### config.mk
export PLATFORM = sky130hd
export DESIGN_NAME = idle_timeout_with_hot_corners_unit
export DESIGN_NICKNAME = d
export VERILOG_FILES = /design/src/rtl/itohc_pkg.sv /design/src/rtl/idle_timeout_with_hot_corners_unit.sv
export SDC_FILE = /design/constraint.sdc
export NUM_CORES = 1
export LEC_CHECK = 0
export BUFFER_PORTS_ARGS = -buffer_cell sky130_fd_sc_hd__buf_4
export CORE_ASPECT_RATIO = 0.9
export CORE_MARGIN = 2
export CORE_UTILIZATION = 35
export DETAILED_ROUTE_END_ITERATION = 8
export PLACE_DENSITY = 0.61
export SYNTH_ARGS = -nofsm -noshare
export SYNTH_HDL_FRONTEND = slang
export SYNTH_SLANG_ARGS = --single-unit
### constraint.sdc
create_clock -name clk -period 6.82 [get_ports clk]
set_input_delay 1.364 -clock clk [delete_from_list [all_inputs] [get_ports clk]]
set_output_delay 1.364 -clock clk [all_outputs]
set_load 0.05 [all_outputs]
### src/rtl/itohc_pkg.sv
// Package for the inactivity timer with hot corners.
// Holds the field widths, register indexes and outcome codes.
// No dependencies; used by the top level and its checker.
`default_nettype none

package itohc_pkg;

    // Default width of the wall clock in seconds.
    localparam int TIME_BITS_DEFAULT = 32;

    // Field widths of the input beat.
    localparam int NOW_IN_W  = 32;
    localparam int COORD_W   = 16;
    localparam int MASK_W    = 16;
    localparam int S_DATA_W  = 88;
    localparam int M_DATA_W  = 8;

    // Configuration register widths.
    localparam int IDLE_W    = 17;
    localparam int CSIZE_W   = 12;
    localparam int CDELAY_W  = 12;
    localparam int SCREEN_W  = 15;
    localparam int ACTIONS_W = 8;
    localparam int CFG_IDX_W = 3;
    localparam int CFG_DATA_W = 17;

    // Clock jump limits in seconds.
    localparam int JUMP_FWD  = 120;
    localparam int JUMP_BACK = 121;

    // Configuration register indexes.
    typedef enum logic [CFG_IDX_W-1:0] {
        CFG_IDLE_LIMIT     = 3'd0,
        CFG_HOT_SPAN       = 3'd1,
        CFG_REST_DELAY     = 3'd2,
        CFG_SCREEN_WIDTH   = 3'd3,
        CFG_SCREEN_HEIGHT  = 3'd4,
        CFG_CORNER_ACTIONS = 3'd5
    } cfg_index_t;

    // Outcome codes of a result beat.
    typedef enum logic [1:0] {
        OUT_WAIT    = 2'd0,
        OUT_TIMEOUT = 2'd1,
        OUT_LOCK    = 2'd2,
        OUT_SAVE    = 2'd3
    } outcome_t;

    // Per-corner action codes.
    localparam logic [1:0] ACT_LOCK = 2'd1;
    localparam logic [1:0] ACT_SAVE = 2'd2;

    // Request kinds carried in tuser.
    localparam logic REQ_START = 1'b0;

endpackage

`default_nettype wire

### src/rtl/idle_timeout_with_hot_corners_unit.sv
// Top level of the inactivity timer with hot corners.
// Depends on itohc_pkg for widths, register indexes and outcome codes.
// The checker in itohc_checker.sv is bound to this module.
`default_nettype none

// The block takes one beat per clock cycle while the input side is not stalled and
// returns one result beat for every input beat. A beat is captured in the input
// register, then passes through the decision logic into the result register once
// that register is free or being emptied, and its result is presented from there.
// A start beat arms the timer; each poll beat while armed may end the wait with a
// lock, a corner action or a timeout, and any end disarms it. Back-pressure on the
// result side stalls the input side only once both the input register and the
// result register are full.
// Configuration writes are always taken and should be issued only while the
// block is idle.
module idle_timeout_with_hot_corners_unit #(
    parameter int TIME_BITS = itohc_pkg::TIME_BITS_DEFAULT
) (
    input  wire logic                              clk,
    input  wire logic                              rst_n,
    // Input stream.
    input  wire logic                              s_tvalid,
    output logic                                   s_tready,
    // tdata from bit 0 up: now_seconds[31:0], key_activity, lock_request,
    // pointer_x[15:0], pointer_y[15:0], modifier_mask[15:0], zero fill.
    input  wire logic [itohc_pkg::S_DATA_W-1:0]    s_tdata,
    // tuser: req_type.
    input  wire logic                              s_tuser,
    // Result stream.
    output logic                                   m_tvalid,
    input  wire logic                              m_tready,
    // tdata from bit 0 up: outcome[1:0], zero fill.
    output logic [itohc_pkg::M_DATA_W-1:0]         m_tdata,
    // Configuration write channel.
    input  wire logic                              cfg_valid,
    output logic                                   cfg_ready,
    input  wire logic [itohc_pkg::CFG_IDX_W-1:0]   cfg_index,
    input  wire logic [itohc_pkg::CFG_DATA_W-1:0]  cfg_data
);
    import itohc_pkg::*;

    // Effective clock width and deadline width.
    localparam int NOW_W = (TIME_BITS < NOW_IN_W) ? TIME_BITS : NOW_IN_W;
    localparam int DL_W  = ((NOW_W > IDLE_W) ? NOW_W : IDLE_W) + 1;
    localparam int RS_W  = DL_W + 1;
    localparam int XC_W  = SCREEN_W + 3;

    // Configuration registers.
    logic [IDLE_W-1:0]    idle_limit_reg;
    logic [CSIZE_W-1:0]   hot_span_reg;
    logic [CDELAY_W-1:0]  rest_delay_reg;
    logic [SCREEN_W-1:0]  screen_width_reg;
    logic [SCREEN_W-1:0]  screen_height_reg;
    logic [ACTIONS_W-1:0] corner_actions_reg;

    // Timer state.
    logic                 armed_reg, armed_next;
    logic [DL_W-1:0]      deadline_reg, deadline_next;
    logic [COORD_W-1:0]   last_x_reg, last_x_next;
    logic [COORD_W-1:0]   last_y_reg, last_y_next;
    logic [MASK_W-1:0]    last_mask_reg, last_mask_next;
    logic [NOW_W-1:0]     last_time_reg, last_time_next;

    // Input register.
    logic                 in_valid_reg;
    logic                 req_type_reg;
    logic [NOW_W-1:0]     now_reg;
    logic                 key_reg;
    logic                 force_reg;
    logic [COORD_W-1:0]   x_reg;
    logic [COORD_W-1:0]   y_reg;
    logic [MASK_W-1:0]    mask_reg;

    // Result register.
    logic                 out_valid_reg;
    outcome_t             outcome_reg, outcome_next;

    logic                 advance;
    logic                 accept;

    // Decision logic signals.
    logic [DL_W-1:0]      now_plus_limit;
    logic [DL_W-1:0]      dl_key;
    logic [DL_W-1:0]      dl_jump;
    logic                 same_pointer;
    logic                 rested;
    logic                 jumped;
    outcome_t             corner_res;

    // Corner geometry.
    logic signed [XC_W-1:0] x_s, y_s, cs_s, right_s, bottom_s;
    logic                   in_tl, in_tr, in_bl, in_br;
    logic [1:0]             corner_code;

    // Handshakes.
    assign advance   = in_valid_reg && (!out_valid_reg || m_tready);
    assign s_tready  = !in_valid_reg || advance;
    assign accept    = s_tvalid && s_tready;
    assign m_tvalid  = out_valid_reg;
    assign m_tdata   = {{(M_DATA_W - 2){1'b0}}, outcome_reg};
    assign cfg_ready = 1'b1;

    // Configuration writes.
    always_ff @(posedge clk or negedge rst_n)
    begin
        if (!rst_n)
        begin
            idle_limit_reg     <= IDLE_W'(10);
            hot_span_reg       <= CSIZE_W'(10);
            rest_delay_reg     <= CDELAY_W'(5);
            screen_width_reg   <= SCREEN_W'(1024);
            screen_height_reg  <= SCREEN_W'(768);
            corner_actions_reg <= '0;
        end
        else if (cfg_valid)
        begin
            case (cfg_index)
                CFG_IDLE_LIMIT:     idle_limit_reg     <= cfg_data[IDLE_W-1:0];
                CFG_HOT_SPAN:       hot_span_reg       <= cfg_data[CSIZE_W-1:0];
                CFG_REST_DELAY:     rest_delay_reg     <= cfg_data[CDELAY_W-1:0];
                CFG_SCREEN_WIDTH:   screen_width_reg   <= cfg_data[SCREEN_W-1:0];
                CFG_SCREEN_HEIGHT:  screen_height_reg  <= cfg_data[SCREEN_W-1:0];
                CFG_CORNER_ACTIONS: corner_actions_reg <= cfg_data[ACTIONS_W-1:0];
                default:            ;
            endcase
        end
    end

    // Input register valid flag.
    always_ff @(posedge clk or negedge rst_n)
    begin
        if (!rst_n)
        begin
            in_valid_reg <= 1'b0;
        end
        else if (s_tready)
        begin
            in_valid_reg <= s_tvalid;
        end
    end

    // Input register payload.
    always_ff @(posedge clk)
    begin
        if (accept)
        begin
            req_type_reg <= s_tuser;
            now_reg      <= s_tdata[NOW_W-1:0];
            key_reg      <= s_tdata[32];
            force_reg    <= s_tdata[33];
            x_reg        <= s_tdata[49:34];
            y_reg        <= s_tdata[65:50];
            mask_reg     <= s_tdata[81:66];
        end
    end

    // Hot corner regions, tested in the order TL, TR, BL, BR.
    always_comb
    begin
        x_s      = XC_W'($signed(x_reg));
        y_s      = XC_W'($signed(y_reg));
        cs_s     = $signed({{(XC_W - CSIZE_W){1'b0}}, hot_span_reg});
        right_s  = $signed({{(XC_W - SCREEN_W){1'b0}}, screen_width_reg}) - cs_s
                   - XC_W'(1);
        bottom_s = $signed({{(XC_W - SCREEN_W){1'b0}}, screen_height_reg}) - cs_s
                   - XC_W'(1);
        in_tl = (x_s <= cs_s) && (x_s >= 0) && (y_s <= cs_s) && (y_s >= 0);
        in_tr = (x_s >= right_s) && (y_s <= cs_s);
        in_bl = (x_s <= cs_s) && (y_s >= bottom_s);
        in_br = (x_s >= right_s) && (y_s >= bottom_s);
        if (in_tl)
        begin
            corner_code = corner_actions_reg[1:0];
        end
        else if (in_tr)
        begin
            corner_code = corner_actions_reg[3:2];
        end
        else if (in_bl)
        begin
            corner_code = corner_actions_reg[5:4];
        end
        else if (in_br)
        begin
            corner_code = corner_actions_reg[7:6];
        end
        else
        begin
            corner_code = 2'd0;
        end
        case (corner_code)
            ACT_LOCK: corner_res = OUT_LOCK;
            ACT_SAVE: corner_res = OUT_SAVE;
            default:  corner_res = OUT_WAIT;
        endcase
    end

    // Decision logic for one beat.
    always_comb
    begin
        now_plus_limit = DL_W'(now_reg) + DL_W'(idle_limit_reg);
        dl_key         = key_reg ? now_plus_limit : deadline_reg;
        same_pointer   = (x_reg == last_x_reg) && (y_reg == last_y_reg)
                         && (mask_reg == last_mask_reg);
        rested         = RS_W'(now_plus_limit)
                         >= (RS_W'(dl_key) + RS_W'(rest_delay_reg));
        jumped         = ((now_reg > last_time_reg)
                          && ((now_reg - last_time_reg) > NOW_W'(JUMP_FWD)))
                         || ((last_time_reg > now_reg)
                          && ((last_time_reg - now_reg) > NOW_W'(JUMP_BACK)));

        armed_next     = armed_reg;
        deadline_next  = deadline_reg;
        last_x_next    = last_x_reg;
        last_y_next    = last_y_reg;
        last_mask_next = last_mask_reg;
        last_time_next = last_time_reg;
        outcome_next   = OUT_WAIT;
        dl_jump        = dl_key;

        if (req_type_reg == REQ_START)
        begin
            armed_next     = 1'b1;
            deadline_next  = now_plus_limit;
            last_time_next = now_reg;
        end
        else if (armed_reg)
        begin
            if (force_reg)
            begin
                outcome_next = OUT_LOCK;
                armed_next   = 1'b0;
            end
            else
            begin
                // A still pointer may fire a corner; a moved one pushes the deadline.
                if (same_pointer)
                begin
                    if (rested)
                    begin
                        outcome_next = corner_res;
                    end
                    dl_jump = dl_key;
                end
                else
                begin
                    last_x_next    = x_reg;
                    last_y_next    = y_reg;
                    last_mask_next = mask_reg;
                    dl_jump        = now_plus_limit;
                end

                if (outcome_next != OUT_WAIT)
                begin
                    armed_next    = 1'b0;
                    deadline_next = dl_jump;
                end
                else
                begin
                    // Rearm on a clock jump, then test the deadline.
                    if (jumped)
                    begin
                        dl_jump = now_plus_limit;
                    end
                    last_time_next = now_reg;
                    if (DL_W'(now_reg) >= dl_jump)
                    begin
                        deadline_next = now_plus_limit;
                        outcome_next  = OUT_TIMEOUT;
                        armed_next    = 1'b0;
                    end
                    else
                    begin
                        deadline_next = dl_jump;
                    end
                end
            end
        end
    end

    // Timer state update.
    always_ff @(posedge clk or negedge rst_n)
    begin
        if (!rst_n)
        begin
            armed_reg     <= 1'b0;
            deadline_reg  <= '0;
            last_x_reg    <= '1;
            last_y_reg    <= '1;
            last_mask_reg <= '0;
            last_time_reg <= '0;
        end
        else if (advance)
        begin
            armed_reg     <= armed_next;
            deadline_reg  <= deadline_next;
            last_x_reg    <= last_x_next;
            last_y_reg    <= last_y_next;
            last_mask_reg <= last_mask_next;
            last_time_reg <= last_time_next;
        end
    end

    // Result register valid flag.
    always_ff @(posedge clk or negedge rst_n)
    begin
        if (!rst_n)
        begin
            out_valid_reg <= 1'b0;
        end
        else if (advance)
        begin
            out_valid_reg <= 1'b1;
        end
        else if (m_tready)
        begin
            out_valid_reg <= 1'b0;
        end
    end

    // Result register payload.
    always_ff @(posedge clk)
    begin
        if (advance)
        begin
            outcome_reg <= outcome_next;
        end
    end

endmodule

`default_nettype wire

== After elaboration in Yosys (flattened, before gate mapping) ==
Cells that the tools add are included.

* Muxes and demuxes: 36
* Add/subtract/negate cells: 8
* Bitwise gates (word level): 4
* $lt $le $gt $ge: 12
* Reduce and logical (&&, ||, !) cells: 31
* Equality and inequality tests: 13

{| class="wikitable"
|+ Operators with widths
! kind !! count
|-
| $mux 33 || 12
|-
| $mux 32 || 4
|-
| $gt 32x32->1 || 2
|-
| $gt 32x7->1 const B || 2
|-
| $sub 32x32->32 || 2
|-
| $eq 16x16->1 || 3
|-
| $add 33x12->34 || 1
|-
| $ge 16x17->1 || 2
|-
| $ge 33x34->1 || 1
|-
| $sub 16x2->17 const B || 2
|-
| $add 32x17->33 || 1
|-
| $ge 32x33->1 || 1
|-
| $ge 16x1->1 const B || 2
|-
| $le 16x13->1 || 2
|-
| $sub 15x12->16 || 2
|-
| $mux 2 || 12
|-
| $reduce_and 2->1 || 7
|-
| $logic_and 1x1->1 || 12
|-
| $mux 1 || 7
|-
| $eq 3x2->1 const B || 2
|-
| $eq 3x3->1 const B || 2
|-
| $ne 2x2->1 const B || 3
|-
| $reduce_and 5->1 || 1
|-
| $not 1->1 || 4
|-
| other kinds (11) || 15
|}

* Input bits: 114
* Word-level logic and storage cells: 127
* Output and inout port bits: 11
* Register bits after elaboration: 280

== Longest topological paths before layout ==
* Word-level depth: 26
* Mapped depth: 36
* Gate-level depth less buffers: 34

== Worst setup path after synthesis ==
No wires, ideal clock.

* Path type: register to register
* From: register key_reg
* To: register deadline_reg[17]
* Clock period less this slack: 7.008 ns
* Arrival: 6.884 ns
* Setup time: 0.124 ns
* Path buffers: 5
* Setup slack: -0.188 ns
* Data required time: 6.696 ns
* Stages on the path, launching flop included: 31
* Path through: edfxtp_1 > clkbuf_1 > buf_1 > buf_1 > buf_1 > a21oi_1 > fa_1 > a21o_1 > a21oi_1 > o21bai_1 > a21oi_1 > o21bai_1 > a211oi_1 > o21ai_0 > and4b_1 > clkbuf_1 > nand2_1 > nor3_1 > xor2_1 > ha_1 > nand4_1 > o21a_1 > o21a_1 > o21ai_0 > a21oi_1 > or3_1 > a41oi_2 > a21boi_4 > nor3_1 > or4_1 > a211o_1

* Longest elaborated chain between the ends: 13
* Elaborated cells on any way between the ends: 21
* Classes of those cells: 1 x add/sub; 2 x order compare; 17 x mux; 1 x reduce/logical

{| class="wikitable"
|+ Ends and longest elaborated chain
! what !! line !! source
|-
| start, declared || idle_timeout_with_hot_corners_unit.sv:68 || <nowiki>logic key_reg;</nowiki>
|-
| start signal, assigned || idle_timeout_with_hot_corners_unit.sv:149 || <nowiki>key_reg <= s_tdata[32];</nowiki>
|-
| $mux 33 * || idle_timeout_with_hot_corners_unit.sv:202 || <nowiki>dl_key = key_reg ? now_plus_limit : deadline_reg;</nowiki>
|-
| $add 33x12->34 or $mux 33 (tied branches) || idle_timeout_with_hot_corners_unit.sv:206, idle_timeout_with_hot_corners_unit.sv:237 ||
|-
| $ge 33x34->1 or $mux 33 (tied branches) || idle_timeout_with_hot_corners_unit.sv:206, idle_timeout_with_hot_corners_unit.sv:261 ||
|-
| $mux 2 or $mux 33 (tied branches) || idle_timeout_with_hot_corners_unit.sv:239, idle_timeout_with_hot_corners_unit.sv:253 ||
|-
| $mux 2 or $mux 33 (tied branches) || idle_timeout_with_hot_corners_unit.sv:237, idle_timeout_with_hot_corners_unit.sv:229 ||
|-
| $mux 2 or $mux 33 (tied branches) || idle_timeout_with_hot_corners_unit.sv:229, idle_timeout_with_hot_corners_unit.sv:227 ||
|-
| $mux 2 or $mux 33 (tied branches) || idle_timeout_with_hot_corners_unit.sv:227, idle_timeout_with_hot_corners_unit.sv:221 ||
|-
| $mux 2 or $ge 32x33->1 (tied branches) || idle_timeout_with_hot_corners_unit.sv:221, idle_timeout_with_hot_corners_unit.sv:266 ||
|-
| $reduce_bool 2->1 or $mux 33 (tied branches) || idle_timeout_with_hot_corners_unit.sv:253, idle_timeout_with_hot_corners_unit.sv:266 ||
|-
| $mux 33 * || idle_timeout_with_hot_corners_unit.sv:253 || <nowiki>if (outcome_next != OUT_WAIT)</nowiki>
|-
| $mux 33 * || idle_timeout_with_hot_corners_unit.sv:229 || <nowiki>if (force_reg)</nowiki>
|-
| $mux 33 * || idle_timeout_with_hot_corners_unit.sv:227 || <nowiki>else if (armed_reg)</nowiki>
|-
| $mux 33 * || idle_timeout_with_hot_corners_unit.sv:221 || <nowiki>if (req_type_reg == REQ_START)</nowiki>
|-
| end signal, assigned || idle_timeout_with_hot_corners_unit.sv:296 || <nowiki>deadline_reg <= deadline_next;</nowiki>
|-
| end, declared || idle_timeout_with_hot_corners_unit.sv:58 || <nowiki>logic [DL_W-1:0] deadline_reg, deadline_next;</nowiki>
|}

Mark *: on every way between the ends. The rest lies on a longest branch, timed or not. The select of a mux whose other input is x is not followed.
A chain may end at the register's enable or synchronous reset.

== Worst setup path after layout ==
* From: register hot_span_reg[1]
* To: register deadline_reg[2]

* Longest elaborated chain between the ends: 20
* Elaborated cells on any way between the ends: 31
* Classes of those cells: 4 x add/sub; 4 x order compare; 2 x eq/ne; 14 x mux; 7 x reduce/logical

{| class="wikitable"
|+ Ends and longest elaborated chain
! what !! line !! source
|-
| start, declared || idle_timeout_with_hot_corners_unit.sv:50 || <nowiki>logic [CSIZE_W-1:0] hot_span_reg;</nowiki>
|-
| start signal, assigned || idle_timeout_with_hot_corners_unit.sv:119 || <nowiki>CFG_HOT_SPAN: hot_span_reg <= cfg_data[CSIZE_W-1:0];</nowiki>
|-
| $sub 15x12->16 (on tied branches) || idle_timeout_with_hot_corners_unit.sv:163, idle_timeout_with_hot_corners_unit.sv:165 ||
|-
| $sub 16x2->17 (on tied branches) || idle_timeout_with_hot_corners_unit.sv:164, idle_timeout_with_hot_corners_unit.sv:166 ||
|-
| $ge 16x17->1 (on tied branches) || idle_timeout_with_hot_corners_unit.sv:168, idle_timeout_with_hot_corners_unit.sv:170, idle_timeout_with_hot_corners_unit.sv:169 ||
|-
| $logic_and 1x1->1 || idle_timeout_with_hot_corners_unit.sv:170 || <nowiki>in_br = (x_s >= right_s) && (y_s >= bottom_s);</nowiki>
|-
| $mux 2 || idle_timeout_with_hot_corners_unit.sv:183 || <nowiki>else if (in_br)</nowiki>
|-
| $mux 2 || idle_timeout_with_hot_corners_unit.sv:179 || <nowiki>else if (in_bl)</nowiki>
|-
| $mux 2 || idle_timeout_with_hot_corners_unit.sv:175 || <nowiki>else if (in_tr)</nowiki>
|-
| $mux 2 * || idle_timeout_with_hot_corners_unit.sv:171 || <nowiki>if (in_tl)</nowiki>
|-
| [4 not listed] || n/a ||
|-
| $mux 2 * || idle_timeout_with_hot_corners_unit.sv:229 ||
|-
| $mux 2 * || idle_timeout_with_hot_corners_unit.sv:227 ||
|-
| $mux 2 * || idle_timeout_with_hot_corners_unit.sv:221 ||
|-
| $reduce_bool 2->1 * || idle_timeout_with_hot_corners_unit.sv:253 ||
|-
| $mux 33 * || idle_timeout_with_hot_corners_unit.sv:253 ||
|-
| $mux 33 * || idle_timeout_with_hot_corners_unit.sv:229 ||
|-
| $mux 33 * || idle_timeout_with_hot_corners_unit.sv:227 ||
|-
| $mux 33 * || idle_timeout_with_hot_corners_unit.sv:221 ||
|}

Marks and branches as above.

==> flow_summary.html <==
<table>
<tr><th>Metric</th><th>Value</th></tr>
<tr><th colspan="2">STA</th></tr>
<tr><td>Final Hold Fails</td><td>0</td></tr>
<tr><td>Max transition margin</td><td>0.166</td></tr>
<tr><td>Tcrit/Tclk final</td><td>1.01</td></tr>
<tr><td>Fin Clk Skew</td><td>approximately 0.026 ns</td></tr>
<tr><td>Final Setup Violations</td><td>16</td></tr>
<tr><td>Final count of pins violating max slew</td><td>0</td></tr>
<tr><td>Setup slack after layout</td><td>-0.0430 ns</td></tr>
<tr><td>Minimum hold slack</td><td>between 0.4 and 0.5 ns</td></tr>
<tr><td>Final period demand of the worst path</td><td>roughly 6.9 ns</td></tr>
<tr><td>Tightest Pin Transition</td><td>about 1.2 ns</td></tr>
<tr><td>Max Clk Rate</td><td>~0.15 GHz</td></tr>
<tr><td>RSZ-0062 raised after global routing</td><td>true</td></tr>
<tr><th colspan="2">Finish</th></tr>
<tr><td>Non-filler instance count after layout</td><td>3782</td></tr>
<tr><td>Net count of the finished layout</td><td>approximately 3300</td></tr>
<tr><td>Fin area</td><td>30600 um^2</td></tr>
<tr><td>FILL cells</td><td>around 5800</td></tr>
<tr><td>Sequential Area</td><td>about 7500 um^2</td></tr>
<tr><td>Largest register FFs</td><td>33</td></tr>
<tr><td>Total area of multi-input combinational cells</td><td>roughly 15000 um^2</td></tr>
<tr><td>Fraction of final layout cells sized beyond drive strength 1</td><td>0.380</td></tr>
<tr><td>Number of diodes added for antenna fixing</td><td>0</td></tr>
<tr><td>Final standard cell utilization of the core</td><td>0.486</td></tr>
<tr><td>Layout overhead on the synthesized area</td><td>36.8%</td></tr>
<tr><th colspan="2">Synthesis</th></tr>
<tr><td>Synth Register Bits</td><td>280</td></tr>
<tr><td>Post-synth cell types</td><td>93</td></tr>
<tr><td>Top cells by area, synth</td><td>sky130_fd_sc_hd__dfrtp_1, sky130_fd_sc_hd__ha_1, sky130_fd_sc_hd__edfxtp_1</td></tr>
<tr><td>Cell area after technology mapping</td><td>around 22000 um^2</td></tr>
<tr><td>Synthesized instance count</td><td>roughly 2300</td></tr>
<tr><td>Post-synth top flop</td><td>sky130_fd_sc_hd__dfrtp_1</td></tr>
<tr><td>Most frequent cell after synthesis</td><td>sky130_fd_sc_hd__ha_1</td></tr>
<tr><td>Share of the synthesized area in the top cell type</td><td>0.172</td></tr>
<tr><td>Leading post-synthesis cells by instance count</td><td>sky130_fd_sc_hd__ha_1, sky130_fd_sc_hd__dfrtp_1, sky130_fd_sc_hd__a21oi_1, sky130_fd_sc_hd__nand2_1, sky130_fd_sc_hd__mux2_2</td></tr>
<tr><td>Cell type contributing the most total cell area after synthesis</td><td>sky130_fd_sc_hd__dfrtp_1</td></tr>
<tr><td>Portion of the post-synthesis area used by sequential elements</td><td>0.335</td></tr>
<tr><td>Total number of yosys warnings</td><td>0</td></tr>
<tr><td>Post-synthesis async set-or-reset flop share</td><td>0.696</td></tr>
<tr><td>Count of flip-flops with a built-in enable after synthesis</td><td>between 80 and 90</td></tr>
<tr><td>Syn Area/Cell</td><td>around 9.8 um^2</td></tr>
<tr><th colspan="2">Route</th></tr>
<tr><td>WL final</td><td>~74000 um</td></tr>
<tr><td>Number of search-and-repair iterations in the first detailed-routing pass</td><td>5</td></tr>
<tr><td>Per-cell routed wire length</td><td>~20 um</td></tr>
<tr><td>Post-route DRC</td><td>0</td></tr>
<tr><td>Via Count</td><td>around 20000</td></tr>
<tr><td>Via density per instance</td><td>approximately 5.3</td></tr>
<tr><td>Starting DRT DRC Count</td><td>about 1300</td></tr>
<tr><td>Antenna-violating nets left</td><td>0</td></tr>
<tr><th colspan="2">Power and ir drop</th></tr>
<tr><td>Share of power burned in combinational logic</td><td>0.593</td></tr>
<tr><td>Sequential share of power</td><td>0.222</td></tr>
<tr><td>Switching power</td><td>0.00437 W</td></tr>
<tr><td>Cell Pwr Density</td><td>358 nW/um^2</td></tr>
<tr><td>Switching part of the total power</td><td>0.399</td></tr>
<tr><td>Max IR drop VDD</td><td>approximately 180 uV</td></tr>
<tr><td>P_leak</td><td>roughly 14 nW</td></tr>
<tr><td>Relative contribution of the clock network to total power</td><td>0.185</td></tr>
<tr><td>Internal</td><td>around 0.0066 W</td></tr>
<tr><th colspan="2">Global routing</th></tr>
<tr><td>Number of global-route vias before repair</td><td>between 20000 and 25000</td></tr>
<tr><td>Tot GR Track Use</td><td>0.217</td></tr>
<tr><td>Global-route wire length before repair</td><td>113000 um</td></tr>
<tr><td>Maximum number of pins on one net before global-route repair</td><td>163</td></tr>
<tr><td>Antenna violations before repair</td><td>0</td></tr>
<tr><td>Aggregate global routing overflow</td><td>0</td></tr>
<tr><th colspan="2">Clock tree</th></tr>
<tr><td>Clock input transition at the sequential cells of the worst setup and hold paths</td><td>0.06 ns</td></tr>
<tr><td>CTS tree</td><td>yes</td></tr>
<tr><td>Buffer levels on the longest clock path</td><td>3</td></tr>
<tr><td>Clock sink count</td><td>between 200 and 300</td></tr>
<tr><td>Clock insertion delay at the later pin of the skew report</td><td>0.57 ns</td></tr>
<tr><td>Root buf cell</td><td>sky130_fd_sc_hd__clkbuf_16</td></tr>
<tr><td>Max H-tree Level</td><td>2</td></tr>
<tr><td>Number of clock buffers inserted by TritonCTS</td><td>35</td></tr>
<tr><th colspan="2">Floorplan</th></tr>
<tr><td>Area of the core region</td><td>roughly 63000 um^2</td></tr>
<tr><td>Floorplan row count</td><td>87</td></tr>
<tr><td>Die height</td><td>between 200 and 250 um</td></tr>
<tr><td>DIE WIDTH</td><td>~270 um</td></tr>
<tr><td>Starting utilization of the core area</td><td>0.355</td></tr>
<tr><td>Floorplan die area</td><td>roughly 66000 um^2</td></tr>
<tr><td>IO Pins</td><td>125</td></tr>
<tr><th colspan="2">Critical path</th></tr>
<tr><td>Depth of the most critical reg-to-reg path</td><td>32</td></tr>
<tr><td>Critical path data required time</td><td>7.27 ns</td></tr>
<tr><td>Worst Setup End Kind</td><td>flop</td></tr>
<tr><td>Arrival time of data at the critical path endpoint</td><td>approximately 7.3 ns</td></tr>
<tr><td>Startpoint-to-endpoint class of the critical path</td><td>flop to flop</td></tr>
<tr><td>Critical Path Start Type</td><td>flop</td></tr>
<tr><td>Stage delay of the slowest cell on the critical path</td><td>about 0.54 ns</td></tr>
<tr><td>CP Max Fanout</td><td>6</td></tr>
<tr><td>Worst path slowest cell</td><td>sky130_fd_sc_hd__dfstp_2</td></tr>
<tr><th colspan="2">Hold path</th></tr>
<tr><td>Cells on Worst Hold Path</td><td>1</td></tr>
<tr><td>Worst Hold Class</td><td>flop to flop</td></tr>
<tr><th colspan="2">Placed design</th></tr>
<tr><td>Placement-stage worst setup slack</td><td>-0.689 ns</td></tr>
<tr><td>Post-Place Cells</td><td>approximately 3700</td></tr>
<tr><td>Post-place instance area</td><td>27700 um^2</td></tr>
<tr><td>Global placement routability congestion</td><td>roughly 0.93</td></tr>
<tr><td>Estimated wirelength of the detail-placed design</td><td>56900 um</td></tr>
<tr><td>Number of buffers added on ports</td><td>approximately 110</td></tr>
<tr><th colspan="2">Status</th></tr>
<tr><td>Outcome</td><td>finished, violations left</td></tr>
<tr><td>Violations in the final reports</td><td>setup timing</td></tr>
<tr><th colspan="2">Run</th></tr>
<tr><td>Reported max-cap violation count</td><td>0</td></tr>
</table>
power groups by stage:
stage          sequential (W)  clock (W)  combinational, W
2_1_floorplan         0.00237          0           0.00350
3_5_place_dp          0.00244          0           0.00577
3_3_place_gp          0.00242          0           0.00560
6_report              0.00243    0.00202           0.00650
4_1_cts               0.00242    0.00206           0.00611
5_1_grt               0.00248    0.00213           0.00712
layer usage:
metal  global-route usage  up-vias  wire [um]
met3               0.0303      106       3440
met1                0.307     9857      35100
met2                0.343      433      33100
met4               0.0673        0       2330
li1                     -     9622          -
met5                    0        -          0
critical path: cells and delay by family (launching register included):
family / cells / cell delay (ns)
XOR/XNOR: 1 / 0.15
AND/OR/NAND/NOR: 6 / 1.09
multiplexers: 2 / 0.42
flip-flops: 1 / 0.54
AO/OA/AOI/OAI: 14 / 2.57
adder cells (fa/ha/maj): 3 / 1.03
buffers and inverters: 6 / 0.94
through the flow:
stage,TNS [ns],total power (W)
floorplan,0,0.00587
finish,-0.249,0.0109
global route,-14.64,0.0117
CTS,-0.0813,0.0106
global placement,-28.81,0.00802
detailed placement,-31.86,0.00821
placed cells by master, fill, tap and decap left out, types with 18 or more instances in the layout:
cell                        Yosys  final
sky130_fd_sc_hd__buf_4         11    623
sky130_fd_sc_hd__mux2i_1       76     72
sky130_fd_sc_hd__nand4_1       46     46
sky130_fd_sc_hd__clkbuf_16      0     39
sky130_fd_sc_hd__o21ai_1        7     23
sky130_fd_sc_hd__inv_1        125    121
sky130_fd_sc_hd__nor2_1       116    103
sky130_fd_sc_hd__edfxtp_1      85     85
sky130_fd_sc_hd__mux2_2       138    126
sky130_fd_sc_hd__xnor2_1      100     93
sky130_fd_sc_hd__a21oi_1      150    120
sky130_fd_sc_hd__o21a_1        38     36
sky130_fd_sc_hd__dfstp_2       41     41
sky130_fd_sc_hd__o21bai_1      21     20
sky130_fd_sc_hd__nand2_1      150    146
sky130_fd_sc_hd__mux2_4         0     26
sky130_fd_sc_hd__nor3_1        45     33
sky130_fd_sc_hd__dfrtp_1      154    154
sky130_fd_sc_hd__a21oi_2        2     31
sky130_fd_sc_hd__o21ai_0      117     94
sky130_fd_sc_hd__nand2b_1      19     18
sky130_fd_sc_hd__nor2b_1       33     29
sky130_fd_sc_hd__nor4_1        33     26
sky130_fd_sc_hd__buf_6          5     24
sky130_fd_sc_hd__a21o_1        65     65
sky130_fd_sc_hd__ha_1         243    220
sky130_fd_sc_hd__xor2_1        85     82
sky130_fd_sc_hd__nand3_1       41     36
logic make-up (layout without fill, tap and decap cells):
kind of cell	after synthesis	in the layout	share of synthesized area
other cells	2	7	0.000336
fa+ha+maj	249	249	0.141
simple gates	582	582	0.134
flops	280	280	0.335
mux	229	229	0.111
buf+inv	206	849	0.0395
compound gates	554	554	0.165
xor+xnor	187	187	0.0739
worst paths after layout:
check | slack [ns] | start | end
setup / recovery | -0.04 | hot_span_reg[1] | deadline_reg[2]
hold / removal | 0.49 | in_valid_reg | m_tvalid
setup reg to reg | -0.04 | hot_span_reg[1] | deadline_reg[2]
hold reg to reg | 0.49 | in_valid_reg | m_tvalid
max in group asynchronous | 4.89 | rst_n | last_time_reg[31]
min in group asynchronous | 0.69 | rst_n | last_mask_reg[4]
repair_timing:
action / 4_1_cts / 5_1_grt
gates resized for setup: 143 / 136
pin swaps: 62 / 57
hold buffers: 0 / 0
setup endpoints to repair: 66 / 66
gates cloned: 2 / 4
buffers inserted: 33 / 21
area by class of cell:
type	instances	area share
inverters	126	0.0156
well taps	845	0.0346
multi-input cells	1808	0.494
clock inverters	19	0.00814
clock buffers	45	0.0325
flip-flops and latches	280	0.245
repair buffers	659	0.170
Power figures use the tool's default switching activity.
